--- src/rtl/weekly_alarm_table_macros.svh ---
// Assertion macros shared by the alarm table RTL.
// Each macro expects clk_i and rst_ni in scope.
`ifndef WEEKLY_ALARM_TABLE_MACROS_SVH
`define WEEKLY_ALARM_TABLE_MACROS_SVH

// Condition that must hold at every clock edge outside reset.
`define WAT_ASSERT_ALWAYS(label, cond, msg) \
  label: assert property (@(posedge clk_i) disable iff (!rst_ni) (cond)) else $error(msg);

// Same-cycle implication.
`define WAT_ASSERT_IMPL(label, ante, cons, msg) \
  label: assert property (@(posedge clk_i) disable iff (!rst_ni) (ante) |-> (cons)) \
    else $error(msg);

// Next-cycle implication.
`define WAT_ASSERT_NEXT(label, ante, cons, msg) \
  label: assert property (@(posedge clk_i) disable iff (!rst_ni) (ante) |=> (cons)) \
    else $error(msg);

`endif

--- src/rtl/wat_pkg.sv ---
package wat_pkg;

  // Table depth default and the cap on fired alarms per check.
  localparam int unsigned MaxEntriesDef = 16;
  localparam int unsigned MaxResults    = 16;

  // Date code scales and time limits.
  localparam logic [25:0] YearScale  = 26'd10000;
  localparam logic [25:0] MonthScale = 26'd100;
  localparam logic [4:0]  HourMax    = 5'd23;
  localparam logic [5:0]  MinuteMax  = 6'd59;

  // Field widths.
  localparam int unsigned IdW    = 16;
  localparam int unsigned DateW  = 25;

  typedef enum logic [2:0] {
    KIND_CHECK  = 3'd0,
    KIND_ADD    = 3'd1,
    KIND_UPDATE = 3'd2,
    KIND_DELETE = 3'd3,
    KIND_ENABLE = 3'd4
  } kind_e;

  typedef enum logic [2:0] {
    ST_OK         = 3'd0,
    ST_FULL       = 3'd1,
    ST_BAD_HOUR   = 3'd2,
    ST_BAD_MINUTE = 3'd3,
    ST_NOT_FOUND  = 3'd4
  } status_e;

  typedef enum logic [2:0] {
    S_IDLE,
    S_RD,
    S_EV,
    S_SH,
    S_SW,
    S_ADD,
    S_DONE
  } state_e;

  // One table entry: settings and the date code of the last run.
  typedef struct packed {
    logic [IdW-1:0]   id;
    logic             en;
    logic [6:0]       mask;
    logic [4:0]       hour;
    logic [5:0]       minute;
    logic [7:0]       target;
    logic [3:0]       cmd;
    logic [DateW-1:0] last_run;
  } entry_t;

endpackage

--- src/rtl/wat_if.sv ---
// Request channel: one word per command or minute check.
interface wat_req_if import wat_pkg::*; ();
  logic        valid;
  logic        ready;
  logic [2:0]  kind;
  logic [2:0]  weekday;
  logic [4:0]  hour;
  logic [5:0]  minute;
  logic [11:0] year;
  logic [3:0]  month;
  logic [4:0]  day_of_month;
  logic [15:0] entry_id;
  logic [7:0]  target_id;
  logic [3:0]  command_code;
  logic [6:0]  day_mask;
  logic        enable_flag;

  modport source (
    output valid, kind, weekday, hour, minute, year, month, day_of_month,
           entry_id, target_id, command_code, day_mask, enable_flag,
    input  ready
  );
  modport sink (
    input  valid, kind, weekday, hour, minute, year, month, day_of_month,
           entry_id, target_id, command_code, day_mask, enable_flag,
    output ready
  );
endinterface

// Response channel: one word per result.
interface wat_rsp_if import wat_pkg::*; ();
  logic       valid;
  logic       ready;
  status_e    status;
  logic       fired;
  logic [15:0] result_id;
  logic [7:0] fired_target;
  logic [3:0] fired_command;
  logic       last;

  modport source (
    output valid, status, fired, result_id, fired_target, fired_command, last,
    input  ready
  );
  modport sink (
    input  valid, status, fired, result_id, fired_target, fired_command, last,
    output ready
  );
endinterface

--- src/rtl/weekly_alarm_table.sv ---
// Weekly alarm table.
// Commands and minute checks arrive as words on req_i; results leave on rsp_o,
// both valid/ready, a word moving when valid and ready are high at a clock edge.
// A minute check gives one word per fired alarm, in table order, or one word
// with fired low when nothing fires; the last word of each request has last set.
// Edits (add, update, delete, set enable) give exactly one word.
// The table lives in one memory with a registered read port, walked by a
// sequencer: each entry visited is read, then evaluated and written back.
// A delete also moves every later entry up one place.
// req_i.ready is high only while the sequencer is idle; one request is in work
// at a time. The result register decouples the sides: a new request is taken
// while the final word still waits, and a stalled receiver holds the walk only
// when a further fired word has nowhere to go.
// Reset empties the table (count zero, next id one) at once; entries need no
// clearing since only entries below the count are ever read.
`include "weekly_alarm_table_macros.svh"

module weekly_alarm_table import wat_pkg::*; #(
  parameter int unsigned MAX_ENTRIES = MaxEntriesDef
) (
  input  logic      clk_i,
  input  logic      rst_ni,
  wat_req_if.sink   req_i,
  wat_rsp_if.source rsp_o
);

  localparam int unsigned IDX_W  = (MAX_ENTRIES > 1) ? $clog2(MAX_ENTRIES) : 1;
  localparam int unsigned CNT_W  = $clog2(MAX_ENTRIES + 1);
  localparam int unsigned FIRE_W = $clog2(MaxResults + 1);

  // Table memory and its registered read data.
  entry_t             mem_q [MAX_ENTRIES];
  entry_t             rdata_q;
  logic               mem_we, mem_re;
  logic [IDX_W-1:0]   mem_waddr, mem_raddr;
  entry_t             mem_wdata;

  state_e             state_q, state_d;
  logic [2:0]         kind_q, kind_d;
  logic [2:0]         wd_q, wd_d;
  logic [4:0]         hour_q, hour_d;
  logic [5:0]         min_q, min_d;
  logic [DateW-1:0]   today_q, today_d;
  logic [IdW-1:0]     eid_q, eid_d;
  logic [7:0]         tgt_q, tgt_d;
  logic [3:0]         cmd_q, cmd_d;
  logic [6:0]         mask_q, mask_d;
  logic               en_q, en_d;
  logic [CNT_W-1:0]   count_q, count_d;
  logic [IdW-1:0]     next_id_q, next_id_d;
  logic [CNT_W-1:0]   idx_q, idx_d;
  logic [FIRE_W-1:0]  nfire_q, nfire_d;
  logic               pend_valid_q, pend_valid_d;
  logic [IdW-1:0]     pend_id_q, pend_id_d;
  logic [7:0]         pend_tgt_q, pend_tgt_d;
  logic [3:0]         pend_cmd_q, pend_cmd_d;
  status_e            status_q, status_d;
  logic [IdW-1:0]     rid_q, rid_d;

  logic               out_valid_q, out_valid_d;
  status_e            out_status_q, out_status_d;
  logic               out_fired_q, out_fired_d;
  logic [IdW-1:0]     out_rid_q, out_rid_d;
  logic [7:0]         out_tgt_q, out_tgt_d;
  logic [3:0]         out_cmd_q, out_cmd_d;
  logic               out_last_q, out_last_d;

  logic               req_acc, out_free, is_check;
  logic               check_hit, id_hit, scan_end, shift_end, ev_stall;
  logic [7:0]         mask8;
  logic [CNT_W:0]     idx_nxt;
  logic [DateW-1:0]   today_w;

  // Handshake and scan conditions.
  assign req_i.ready = (state_q == S_IDLE);
  assign req_acc     = req_i.valid && (state_q == S_IDLE);
  assign out_free    = !out_valid_q || rsp_o.ready;
  assign is_check    = (kind_q == KIND_CHECK);
  assign idx_nxt     = (CNT_W+1)'(idx_q) + 1'b1;

  // A weekday of seven lands on the padding bit and matches nothing.
  assign mask8     = {1'b0, rdata_q.mask};
  assign check_hit = rdata_q.en && mask8[wd_q] && (rdata_q.hour == hour_q) &&
                     (rdata_q.minute == min_q) && (rdata_q.last_run != today_q);
  assign id_hit    = (rdata_q.id == eid_q);
  assign scan_end  = (idx_q >= count_q) ||
                     (is_check && (nfire_q == FIRE_W'(MaxResults)));
  assign shift_end = (idx_nxt >= (CNT_W+1)'(count_q));
  assign ev_stall  = is_check && check_hit && pend_valid_q && !out_free;

  // Date code of the incoming request.
  assign today_w = DateW'(26'(req_i.year) * YearScale + 26'(req_i.month) * MonthScale +
                          26'(req_i.day_of_month));

  // Next state.
  always_comb begin
    state_d = state_q;
    case (state_q)
      S_IDLE: begin
        if (req_acc) begin
          case (kind_e'(req_i.kind))
            KIND_CHECK, KIND_UPDATE, KIND_DELETE, KIND_ENABLE: state_d = S_RD;
            KIND_ADD: state_d = S_ADD;
            default:  state_d = S_DONE;
          endcase
        end
      end
      S_RD:   state_d = scan_end ? S_DONE : S_EV;
      S_EV: begin
        if (is_check) begin
          state_d = ev_stall ? S_EV : S_RD;
        end else if (id_hit) begin
          state_d = (kind_q == KIND_DELETE) ? S_SH : S_DONE;
        end else begin
          state_d = S_RD;
        end
      end
      S_SH:   state_d = shift_end ? S_DONE : S_SW;
      S_SW:   state_d = S_SH;
      S_ADD:  state_d = S_DONE;
      S_DONE: state_d = out_free ? S_IDLE : S_DONE;
      default: state_d = S_IDLE;
    endcase
  end

  // Datapath, memory ports and result register loading.
  always_comb begin
    kind_d       = kind_q;
    wd_d         = wd_q;
    hour_d       = hour_q;
    min_d        = min_q;
    today_d      = today_q;
    eid_d        = eid_q;
    tgt_d        = tgt_q;
    cmd_d        = cmd_q;
    mask_d       = mask_q;
    en_d         = en_q;
    count_d      = count_q;
    next_id_d    = next_id_q;
    idx_d        = idx_q;
    nfire_d      = nfire_q;
    pend_valid_d = pend_valid_q;
    pend_id_d    = pend_id_q;
    pend_tgt_d   = pend_tgt_q;
    pend_cmd_d   = pend_cmd_q;
    status_d     = status_q;
    rid_d        = rid_q;
    mem_we       = 1'b0;
    mem_re       = 1'b0;
    mem_waddr    = idx_q[IDX_W-1:0];
    mem_raddr    = idx_q[IDX_W-1:0];
    mem_wdata    = rdata_q;
    out_valid_d  = out_valid_q && !rsp_o.ready;
    out_status_d = out_status_q;
    out_fired_d  = out_fired_q;
    out_rid_d    = out_rid_q;
    out_tgt_d    = out_tgt_q;
    out_cmd_d    = out_cmd_q;
    out_last_d   = out_last_q;

    case (state_q)
      S_IDLE: begin
        if (req_acc) begin
          kind_d       = req_i.kind;
          wd_d         = req_i.weekday;
          hour_d       = req_i.hour;
          min_d        = req_i.minute;
          today_d      = today_w;
          eid_d        = req_i.entry_id;
          tgt_d        = req_i.target_id;
          cmd_d        = req_i.command_code;
          mask_d       = req_i.day_mask;
          en_d         = req_i.enable_flag;
          idx_d        = '0;
          nfire_d      = '0;
          pend_valid_d = 1'b0;
          status_d     = ST_OK;
          rid_d        = '0;
        end
      end
      S_RD: begin
        if (!scan_end) begin
          mem_re = 1'b1;
        end else if (!is_check) begin
          status_d = ST_NOT_FOUND;
        end
      end
      S_EV: begin
        if (is_check) begin
          if (check_hit && !ev_stall) begin
            // Record today's run, push the previous fire and hold this one.
            mem_we             = 1'b1;
            mem_wdata.last_run = today_q;
            if (pend_valid_q) begin
              out_valid_d  = 1'b1;
              out_status_d = ST_OK;
              out_fired_d  = 1'b1;
              out_rid_d    = pend_id_q;
              out_tgt_d    = pend_tgt_q;
              out_cmd_d    = pend_cmd_q;
              out_last_d   = 1'b0;
            end
            pend_valid_d = 1'b1;
            pend_id_d    = rdata_q.id;
            pend_tgt_d   = rdata_q.target;
            pend_cmd_d   = rdata_q.cmd;
            nfire_d      = nfire_q + 1'b1;
            idx_d        = idx_nxt[CNT_W-1:0];
          end else if (!check_hit) begin
            idx_d = idx_nxt[CNT_W-1:0];
          end
        end else if (id_hit) begin
          // Update keeps the id and last run; set enable touches the flag only.
          if (kind_q == KIND_UPDATE) begin
            mem_we           = 1'b1;
            mem_wdata.en     = en_q;
            mem_wdata.mask   = mask_q;
            mem_wdata.hour   = hour_q;
            mem_wdata.minute = min_q;
            mem_wdata.target = tgt_q;
            mem_wdata.cmd    = cmd_q;
          end else if (kind_q == KIND_ENABLE) begin
            mem_we       = 1'b1;
            mem_wdata.en = en_q;
          end
        end else begin
          idx_d = idx_nxt[CNT_W-1:0];
        end
      end
      S_SH: begin
        // Move the following entry up one place, or close the table.
        if (shift_end) begin
          count_d = count_q - 1'b1;
        end else begin
          mem_re    = 1'b1;
          mem_raddr = idx_nxt[IDX_W-1:0];
        end
      end
      S_SW: begin
        mem_we = 1'b1;
        idx_d  = idx_nxt[CNT_W-1:0];
      end
      S_ADD: begin
        if (count_q >= CNT_W'(MAX_ENTRIES)) begin
          status_d = ST_FULL;
        end else begin
          // The id is taken even when the time is rejected.
          rid_d     = next_id_q;
          next_id_d = next_id_q + 1'b1;
          if (hour_q > HourMax) begin
            status_d = ST_BAD_HOUR;
          end else if (min_q > MinuteMax) begin
            status_d = ST_BAD_MINUTE;
          end else begin
            mem_we             = 1'b1;
            mem_waddr          = count_q[IDX_W-1:0];
            mem_wdata.id       = next_id_q;
            mem_wdata.en       = en_q;
            mem_wdata.mask     = mask_q;
            mem_wdata.hour     = hour_q;
            mem_wdata.minute   = min_q;
            mem_wdata.target   = tgt_q;
            mem_wdata.cmd      = cmd_q;
            mem_wdata.last_run = '0;
            count_d            = count_q + 1'b1;
          end
        end
      end
      S_DONE: begin
        // Final word: the held fire, or the status of the request.
        if (out_free) begin
          out_valid_d  = 1'b1;
          out_status_d = status_q;
          out_fired_d  = pend_valid_q;
          out_rid_d    = pend_valid_q ? pend_id_q : rid_q;
          out_tgt_d    = pend_valid_q ? pend_tgt_q : 8'd0;
          out_cmd_d    = pend_valid_q ? pend_cmd_q : 4'd0;
          out_last_d   = 1'b1;
          pend_valid_d = 1'b0;
        end
      end
      default: begin
        pend_valid_d = 1'b0;
      end
    endcase
  end

  // Table memory: one write port, one registered read port.
  always_ff @(posedge clk_i) begin
    if (mem_we) begin
      mem_q[mem_waddr] <= mem_wdata;
    end
    if (mem_re) begin
      rdata_q <= mem_q[mem_raddr];
    end
  end

  // Control registers.
  always_ff @(posedge clk_i or negedge rst_ni) begin
    if (!rst_ni) begin
      state_q      <= S_IDLE;
      count_q      <= '0;
      next_id_q    <= IdW'(1);
      idx_q        <= '0;
      nfire_q      <= '0;
      pend_valid_q <= 1'b0;
      out_valid_q  <= 1'b0;
    end else begin
      state_q      <= state_d;
      count_q      <= count_d;
      next_id_q    <= next_id_d;
      idx_q        <= idx_d;
      nfire_q      <= nfire_d;
      pend_valid_q <= pend_valid_d;
      out_valid_q  <= out_valid_d;
    end
  end

  // Payload registers.
  always_ff @(posedge clk_i) begin
    kind_q       <= kind_d;
    wd_q         <= wd_d;
    hour_q       <= hour_d;
    min_q        <= min_d;
    today_q      <= today_d;
    eid_q        <= eid_d;
    tgt_q        <= tgt_d;
    cmd_q        <= cmd_d;
    mask_q       <= mask_d;
    en_q         <= en_d;
    pend_id_q    <= pend_id_d;
    pend_tgt_q   <= pend_tgt_d;
    pend_cmd_q   <= pend_cmd_d;
    status_q     <= status_d;
    rid_q        <= rid_d;
    out_status_q <= out_status_d;
    out_fired_q  <= out_fired_d;
    out_rid_q    <= out_rid_d;
    out_tgt_q    <= out_tgt_d;
    out_cmd_q    <= out_cmd_d;
    out_last_q   <= out_last_d;
  end

  // Result channel.
  assign rsp_o.valid         = out_valid_q;
  assign rsp_o.status        = out_status_q;
  assign rsp_o.fired         = out_fired_q;
  assign rsp_o.result_id     = out_rid_q;
  assign rsp_o.fired_target  = out_tgt_q;
  assign rsp_o.fired_command = out_cmd_q;
  assign rsp_o.last          = out_last_q;

  // Checks on the sequencer.
  `WAT_ASSERT_ALWAYS(a_count_in_range, count_q <= CNT_W'(MAX_ENTRIES), "count above depth")
  `WAT_ASSERT_IMPL(a_no_write_idle, mem_we, state_q != S_IDLE && state_q != S_DONE, "write while idle")
  `WAT_ASSERT_IMPL(a_pend_only_check, pend_valid_q, kind_q == KIND_CHECK, "held fire outside check")
  `WAT_ASSERT_IMPL(a_pend_counted, pend_valid_q, nfire_q != '0, "held fire not counted")
  `WAT_ASSERT_IMPL(a_shift_in_table, state_q == S_SW, idx_nxt < (CNT_W+1)'(count_q), "shift past end")

endmodule

--- src/flat_wrapper.sv ---
// flat-port wrapper written by rule: the top's interface ports become plain ports
module weekly_alarm_table_flat import wat_pkg::*;
#(
  parameter int unsigned MAX_ENTRIES = MaxEntriesDef
)
  (clk_i, rst_ni, req_i_valid, req_i_kind, req_i_weekday, req_i_hour, req_i_minute, req_i_year, req_i_month, req_i_day_of_month, req_i_entry_id, req_i_target_id, req_i_command_code, req_i_day_mask, req_i_enable_flag, req_i_ready, rsp_o_valid, rsp_o_status, rsp_o_fired, rsp_o_result_id, rsp_o_fired_target, rsp_o_fired_command, rsp_o_last, rsp_o_ready);
  wat_req_if req_i_i ();
  wat_rsp_if rsp_o_i ();
  input  logic clk_i;
  input  logic rst_ni;
  input wire logic [$bits(req_i_i.valid)-1:0] req_i_valid;
  input wire logic [$bits(req_i_i.kind)-1:0] req_i_kind;
  input wire logic [$bits(req_i_i.weekday)-1:0] req_i_weekday;
  input wire logic [$bits(req_i_i.hour)-1:0] req_i_hour;
  input wire logic [$bits(req_i_i.minute)-1:0] req_i_minute;
  input wire logic [$bits(req_i_i.year)-1:0] req_i_year;
  input wire logic [$bits(req_i_i.month)-1:0] req_i_month;
  input wire logic [$bits(req_i_i.day_of_month)-1:0] req_i_day_of_month;
  input wire logic [$bits(req_i_i.entry_id)-1:0] req_i_entry_id;
  input wire logic [$bits(req_i_i.target_id)-1:0] req_i_target_id;
  input wire logic [$bits(req_i_i.command_code)-1:0] req_i_command_code;
  input wire logic [$bits(req_i_i.day_mask)-1:0] req_i_day_mask;
  input wire logic [$bits(req_i_i.enable_flag)-1:0] req_i_enable_flag;
  output wire logic [$bits(req_i_i.ready)-1:0] req_i_ready;
  output wire logic [$bits(rsp_o_i.valid)-1:0] rsp_o_valid;
  output wire logic [$bits(rsp_o_i.status)-1:0] rsp_o_status;
  output wire logic [$bits(rsp_o_i.fired)-1:0] rsp_o_fired;
  output wire logic [$bits(rsp_o_i.result_id)-1:0] rsp_o_result_id;
  output wire logic [$bits(rsp_o_i.fired_target)-1:0] rsp_o_fired_target;
  output wire logic [$bits(rsp_o_i.fired_command)-1:0] rsp_o_fired_command;
  output wire logic [$bits(rsp_o_i.last)-1:0] rsp_o_last;
  input wire logic [$bits(rsp_o_i.ready)-1:0] rsp_o_ready;
  assign req_i_i.valid = req_i_valid;
  assign req_i_i.kind = req_i_kind;
  assign req_i_i.weekday = req_i_weekday;
  assign req_i_i.hour = req_i_hour;
  assign req_i_i.minute = req_i_minute;
  assign req_i_i.year = req_i_year;
  assign req_i_i.month = req_i_month;
  assign req_i_i.day_of_month = req_i_day_of_month;
  assign req_i_i.entry_id = req_i_entry_id;
  assign req_i_i.target_id = req_i_target_id;
  assign req_i_i.command_code = req_i_command_code;
  assign req_i_i.day_mask = req_i_day_mask;
  assign req_i_i.enable_flag = req_i_enable_flag;
  assign req_i_ready = req_i_i.ready;
  assign rsp_o_valid = rsp_o_i.valid;
  assign rsp_o_status = rsp_o_i.status;
  assign rsp_o_fired = rsp_o_i.fired;
  assign rsp_o_result_id = rsp_o_i.result_id;
  assign rsp_o_fired_target = rsp_o_i.fired_target;
  assign rsp_o_fired_command = rsp_o_i.fired_command;
  assign rsp_o_last = rsp_o_i.last;
  assign rsp_o_i.ready = rsp_o_ready;
  weekly_alarm_table #(.MAX_ENTRIES(MAX_ENTRIES)) u_core (.clk_i(clk_i), .rst_ni(rst_ni), .req_i(req_i_i), .rsp_o(rsp_o_i));
endmodule
--- config.mk ---
export PLATFORM = sky130hd
export DESIGN_NAME = weekly_alarm_table_flat
export DESIGN_NICKNAME = d
export VERILOG_FILES = /design/src/rtl/wat_pkg.sv /design/src/rtl/wat_if.sv /design/src/rtl/weekly_alarm_table.sv /design/src/flat_wrapper.sv
export VERILOG_INCLUDE_DIRS = /design/src /design/src/rtl
export SDC_FILE = /design/constraint.sdc
export NUM_CORES = 2
export LEC_CHECK = 0
export BUFFER_PORTS_ARGS = -buffer_cell sky130_fd_sc_hd__buf_2
export CORE_ASPECT_RATIO = 1.4
export CORE_UTILIZATION = 40
export CTS_BUF_LIST = sky130_fd_sc_hd__clkbuf_4 sky130_fd_sc_hd__clkbuf_8
export CTS_CLUSTER_SIZE = 25
export DETAILED_ROUTE_END_ITERATION = 8
export PLACE_DENSITY = 0.59
export RECOVER_POWER = 25
export SYNTH_ARGS = -nofsm -noshare
export SYNTH_HDL_FRONTEND = slang
export SYNTH_SLANG_ARGS = --single-unit
--- constraint.sdc ---
create_clock -name clk_i -period 11.75 [get_ports clk_i]
set_input_delay 2.35 -clock clk_i [delete_from_list [all_inputs] [get_ports clk_i]]
set_output_delay 2.35 -clock clk_i [all_outputs]
set_load 0.01 [all_outputs]
Word-level counts from Yosys, hierarchy flattened
Memories as Yosys holds them, arrays and structs flattened. A register that Yosys moved wholly into a read port is not among the register bits.
Cells that the tools add are included.

storage, ports and cells
  bits in registers = 194
  bits in writable memories = 1152
  input bits = 78
  output and inout bits = 35
  logic and storage cells = 227
  memories = 1

memories
  name          depth  width  rd ports  clocked after memory_dff  wr ports  RTL line                  source
  u_core.mem_q  16     72     1         1                         1         weekly_alarm_table.sv:32  entry_t mem_q [MAX_ENTRIES];

operators by class
  $add $sub $neg = 7
  $mul = 2
  $lt $le $gt $ge = 6
  eq/ne operators = 32
  multiplexer cells = 111
  bitwise gates (word level) = 2
  reduce and logical (&&, ||, !) cells = 38

operators with widths
  cell                    number
  $mux 72                 3
  $mux 16                 8
  $pmux 56 s2             1
  $pmux 16 s2             2
  $mux 31                 2
  $mux 5                  11
  $mux 25                 2
  $mux 3                  16
  $mux 4                  11
  $mux 8                  5
  $mux 1                  31
  $mux 30                 1
  $add 25x11->25          1
  $add 25x5->25           1
  $ne 25x25->1            1
  $mul 12x10->21 const B  1
  $pmux 3 s7              1
  $pmux 5 s2              2
  $reduce_and 5->1        4
  $eq 3x2->1 const B      6
  $add 16x1->16 const B   1
  $eq 16x16->1            1
  $pmux 8 s2              1
  $eq 3x3->1 const B      5
  other kinds (39)        80

Logic depth before layout (Yosys ltp)
  depth in word-level cells = 16
  mapped depth = 21
  depth with buffers taken out = 20

Least setup slack after synthesis
Ideal clock, no wire load.

  path type = input-to-reg
  start = in req_i_valid
  end = reg u_core.nfire_q[0]
  library setup time = 134 ps
  data arrival time = 11550 ps
  data required time = 11616 ps
  path slack = 66 ps
  stages on the path = 3
  path buffers = 0
  cells stage by stage = nor4b_1 -> nor2_1 -> mux2_2

on the way
  word-level cells in the longest chain between the ends = 3

RTL lines
  element                            RTL line                   source
  from (decl)                        flat_wrapper.sv:11         input wire logic [$bits(req_i_i.valid)-1:0] req_i_valid;
  $logic_and 1x1->1                  weekly_alarm_table.sv:76   assign req_acc = req_i.valid && (state_q == S_IDLE);
  $ne 2x1->1 (no source line)        --
  $reduce_and 4->1 (no source line)  --
  to (signal assigned)               weekly_alarm_table.sv:313  nfire_q <= nfire_d;
  to (decl)                          weekly_alarm_table.sv:52   logic [FIRE_W-1:0] nfire_q, nfire_d;

No other way between the ends.
A chain may end at the register's enable or synchronous reset.

Final worst setup path
  start = in req_i_year[3]
  end = reg u_core.today_q[24] (data pin)

on the way
  word-level cells in the longest chain between the ends = 3

RTL lines
  element                       RTL line                   source
  from (decl)                   flat_wrapper.sv:16         input wire logic [$bits(req_i_i.year)-1:0] req_i_year;
  $mul 12x10->21                weekly_alarm_table.sv:92   assign today_w = DateW'(26'(req_i.year) * YearScale + 26'(req_i.month) * MonthScale +
  $add 25x11->25                weekly_alarm_table.sv:92
  $add 25x5->25                 weekly_alarm_table.sv:92
  named net u_core.today_w[24]  weekly_alarm_table.sv:72   logic [DateW-1:0] today_w;
  to (signal assigned)          weekly_alarm_table.sv:325  today_q <= today_d;
  to (decl)                     weekly_alarm_table.sv:43   logic [DateW-1:0] today_q, today_d;

The timed path passes the listed nets, and every way through them passes these cells.

==> flow_summary.yaml <==
status:
  status: "finished with violations"
  violations: "capacitance limit, slew limit"
timing:
  min_period_over_period: 0.548
  worst_pin_slew_ns: 4.36
  holdWs_ns: 0.469
  finalSetupTns_ns: 0
  min_period_ns: 6.44
  max_freq_mhz: 155
  slew-limit-headroom: -1.91
  slew_viol_final: 211
  hold_violations: 0
  setup_violations: 0
  skew_ns: 0.0518
  grt_setup_unrepaired: "false"
setup_path:
  critPathMaxFanout: 7
  reg2reg_slack_ns: 5.46
  crit_type: "in -> reg"
  critPathLaunch: "req_i_year[3]"
  r2r_cells: 10
  cp.arrival_ns: 7.08
  required_ns: 12.39
  endpoint: "u_core.today_q[24]"
  reg2reg_to: "u_core.mem_q[9][9]"
  worstReg2RegStart: "u_core.state_q[2]"
  crit_path_end_kind: "flip-flop"
  critPathLaunchType: "input pin"
place:
  routabilityCongestion: 0.765
  io_buffers: 112
  dp_hpwl_mm: 72.3
synth:
  ys_warn_count: 0
  synthCells: 3004
  ys_seq_elements: 1418
  ys.flop_type: "edfxtp_1"
  ys_seq_area_frac: 0.739
  netlist_area_mm2: 0.0574
  synth_edf_count: 1382
  async_flop_share: 0.0254
  syn-num-nets: 3211
  syn_area_per_cell_um2: 19.1
  synth.distinct_cells: 61
detailed_routing:
  dr.pass1.iters: 9
  ant_nets: 0
  routed_wl_mm: 136
  vias_per_cell: 5.43
  vias: 29200
  drt_iter0_drc: 2718
  wire_per_inst_um: 25.3
  drc: 0
clock_network:
  cts_hold_buf: 0
  cts.repair.resized: 0
  cts_tree: "built"
  post_cts_buffers: 0
  cts_root_buf: "clkbuf_8"
  htreeDepth: 4
  cts_max_path_buffers: 3
  cts_made_buffers: 206
  clock_sinks: 1418
  clkTransAtPathRegs_ns: 0.06
  clock_latency_ns: 0.93
cells_and_area:
  fin_nets: 3503
  area_growth_syn_to_layout_pct: 12.6
  drive_gt1_frac: 0.236
floorplanning:
  die_w_um: 322
  die-height_um: 450
  initial_core_util: 0.403
  coreArea_mm2: 0.143
  rows: 164
  pin_count: 113
  die-area_mm2: 0.145
job:
  drv_cap: 7
global_routing:
  antenna_found_initial: 4
  grt_max_degree: 136
  grtUsageTotal: 0.190
  grt_pass1_wl_mm: 201
  first_global_vias: 30400
  grt_overflow_total: 0
min_path:
  hold_path_class: "reg -> reg"
  hold_path_depth: 0
power_and_ir_drop:
  p_per_area_mw_per_mm2: 229
  power_leakage_nw: 21.8
  peakVddDrop_uv: 234
==> per-layer routing <==
layer	routed length (µm)	vias to the layer above	global-route usage
met5	17	-	0
met4	3570	2	0.0662
met3	7690	207	0.0303
met2	69400	991	0.323
met1	55000	15300	0.245
li1	-	12700	-
==> state kept, by name, summed over array words and instances (netlist names), 4 cells and up <==
register                    cells
u_core.rsp_o.fired_command      4
u_core.mask_q                   7
u_core.pend_id_q               16
u_core.rdata_q                 65
u_core.mem_q                 1152
u_core.nfire_q                  5
u_core.today_q                 25
u_core.rsp_o.fired_target       8
u_core.eid_q                   16
u_core.idx_q                    5
u_core.hour_q                   5
u_core.next_id_q               16
u_core.rsp_o.result_id         16
u_core.pend_cmd_q               4
u_core.cmd_q                    4
u_core.count_q                  5
u_core.min_q                    6
u_core.pend_tgt_q               8
u_core.mask8                    7
u_core.tgt_q                    8
u_core.rid_q                   16
==> stage by stage <==
step / std cells / util / setup WS [ns] / area, µm² / power (mW)
4_1_cts: 5370 / 0.454 / 5.37 / 64800 / 15.0
3_5_place_dp: 4997 / 0.426 / 4.39 / 60700 / 11.1
3_3_place_gp: 4997 / 0.426 / 4.41 / 60700 / 11.1
5_1_grt: 5373 / 0.453 / 5.10 / 64600 / 15.5
6_report: 5374 / 0.453 / 5.31 / 64600 / 14.8
2_1_floorplan: 3004 / - / 0.0656 / 57400 / 9.94
==> logic make-up after synthesis <==
kind of cell / after synthesis / share of synthesized area
simple gates: 489 / 0.0391
flops: 1418 / 0.739
buf+inv: 218 / 0.0170
mux: 316 / 0.119
compound gates: 322 / 0.0377
fa+ha+maj: 129 / 0.0316
xor+xnor: 112 / 0.0174
==> synth_stat cells, types with 24 or more instances <==
master    number  area share
nor2b_1       26      0.0028
edfxtp_1    1382        0.72
xnor2_1       48      0.0073
nor2_1        52      0.0034
mux4_2       289        0.11
dfrtp_1       35       0.015
xor2_1        63      0.0096
and2_1        24      0.0026
ha_1         102       0.022
inv_1         83      0.0054
fa_1          27      0.0094
clkbuf_1      84      0.0055
a222oi_1      72       0.013
o21ai_0      155       0.014
a21oi_1       27      0.0024
nand2_1      271       0.018
==> how the worst min path moves through the flow <==
| stage | start | endpoint |
|---|---|---|
| after floorplan | u_core.rdata_q[25] | u_core.pend_cmd_q[0] |
| after global placement | u_core.rdata_q[26] | u_core.pend_cmd_q[1] |
| after detailed placement | u_core.rdata_q[26] | u_core.pend_cmd_q[1] |
| after CTS | u_core.rdata_q[26] | u_core.pend_cmd_q[1] |
| after global routing | u_core.rdata_q[26] | u_core.pend_cmd_q[1] |
| final | u_core.rdata_q[27] | u_core.pend_cmd_q[2] |
==> worst max-delay path: stages <==
cell	delay, ns
buf_2	0.12
inv_1	0.11
fa_1	0.54
inv_1	0.04
ha_1	0.27
ha_1	0.30
ha_1	0.28
inv_1	0.04
fa_1	0.47
inv_1	0.04
ha_1	0.34
a21oi_1	0.25
nand2_1	0.16
o2111a_1	0.26
or3_1	0.43
nor4_1	0.46
and4_1	0.33
nand4_1	0.12
xnor2_1	0.18
==> layout make-up <==
type | count | area [µm²]
inverter | 83 | 312
clock buffer | 279 | 3430
fill | 12300 | 78000
sequential | 1418 | 42400
timing repair buffer | 219 | 1300
antenna | 4 | 10.0
clock inverter | 94 | 582
multi-input combinational | 1368 | 14200
tap | 1909 | 2390
==> report_power, final <==
group,total [mW],internal (mW),switching (mW)
registers,7.13,6.84,0.288
clock network,3.85,1.95,1.89
logic,3.84,1.51,2.33
total,14.8,10.3,4.51
==> cell usage in the layout (no fill, tap or decap), drive strengths merged, types with 35 or more instances in the layout <==
cell and instances:
ha 102, mux4 289, inv 93, a222oi 72
o21ai 156, dfrtp 35, buf 161, nand2 271
clkbuf 337, xnor2 49, xor2 63, clkinv 79
nor2 52, edfxtp 1382
(Power assumes the default switching activity.)
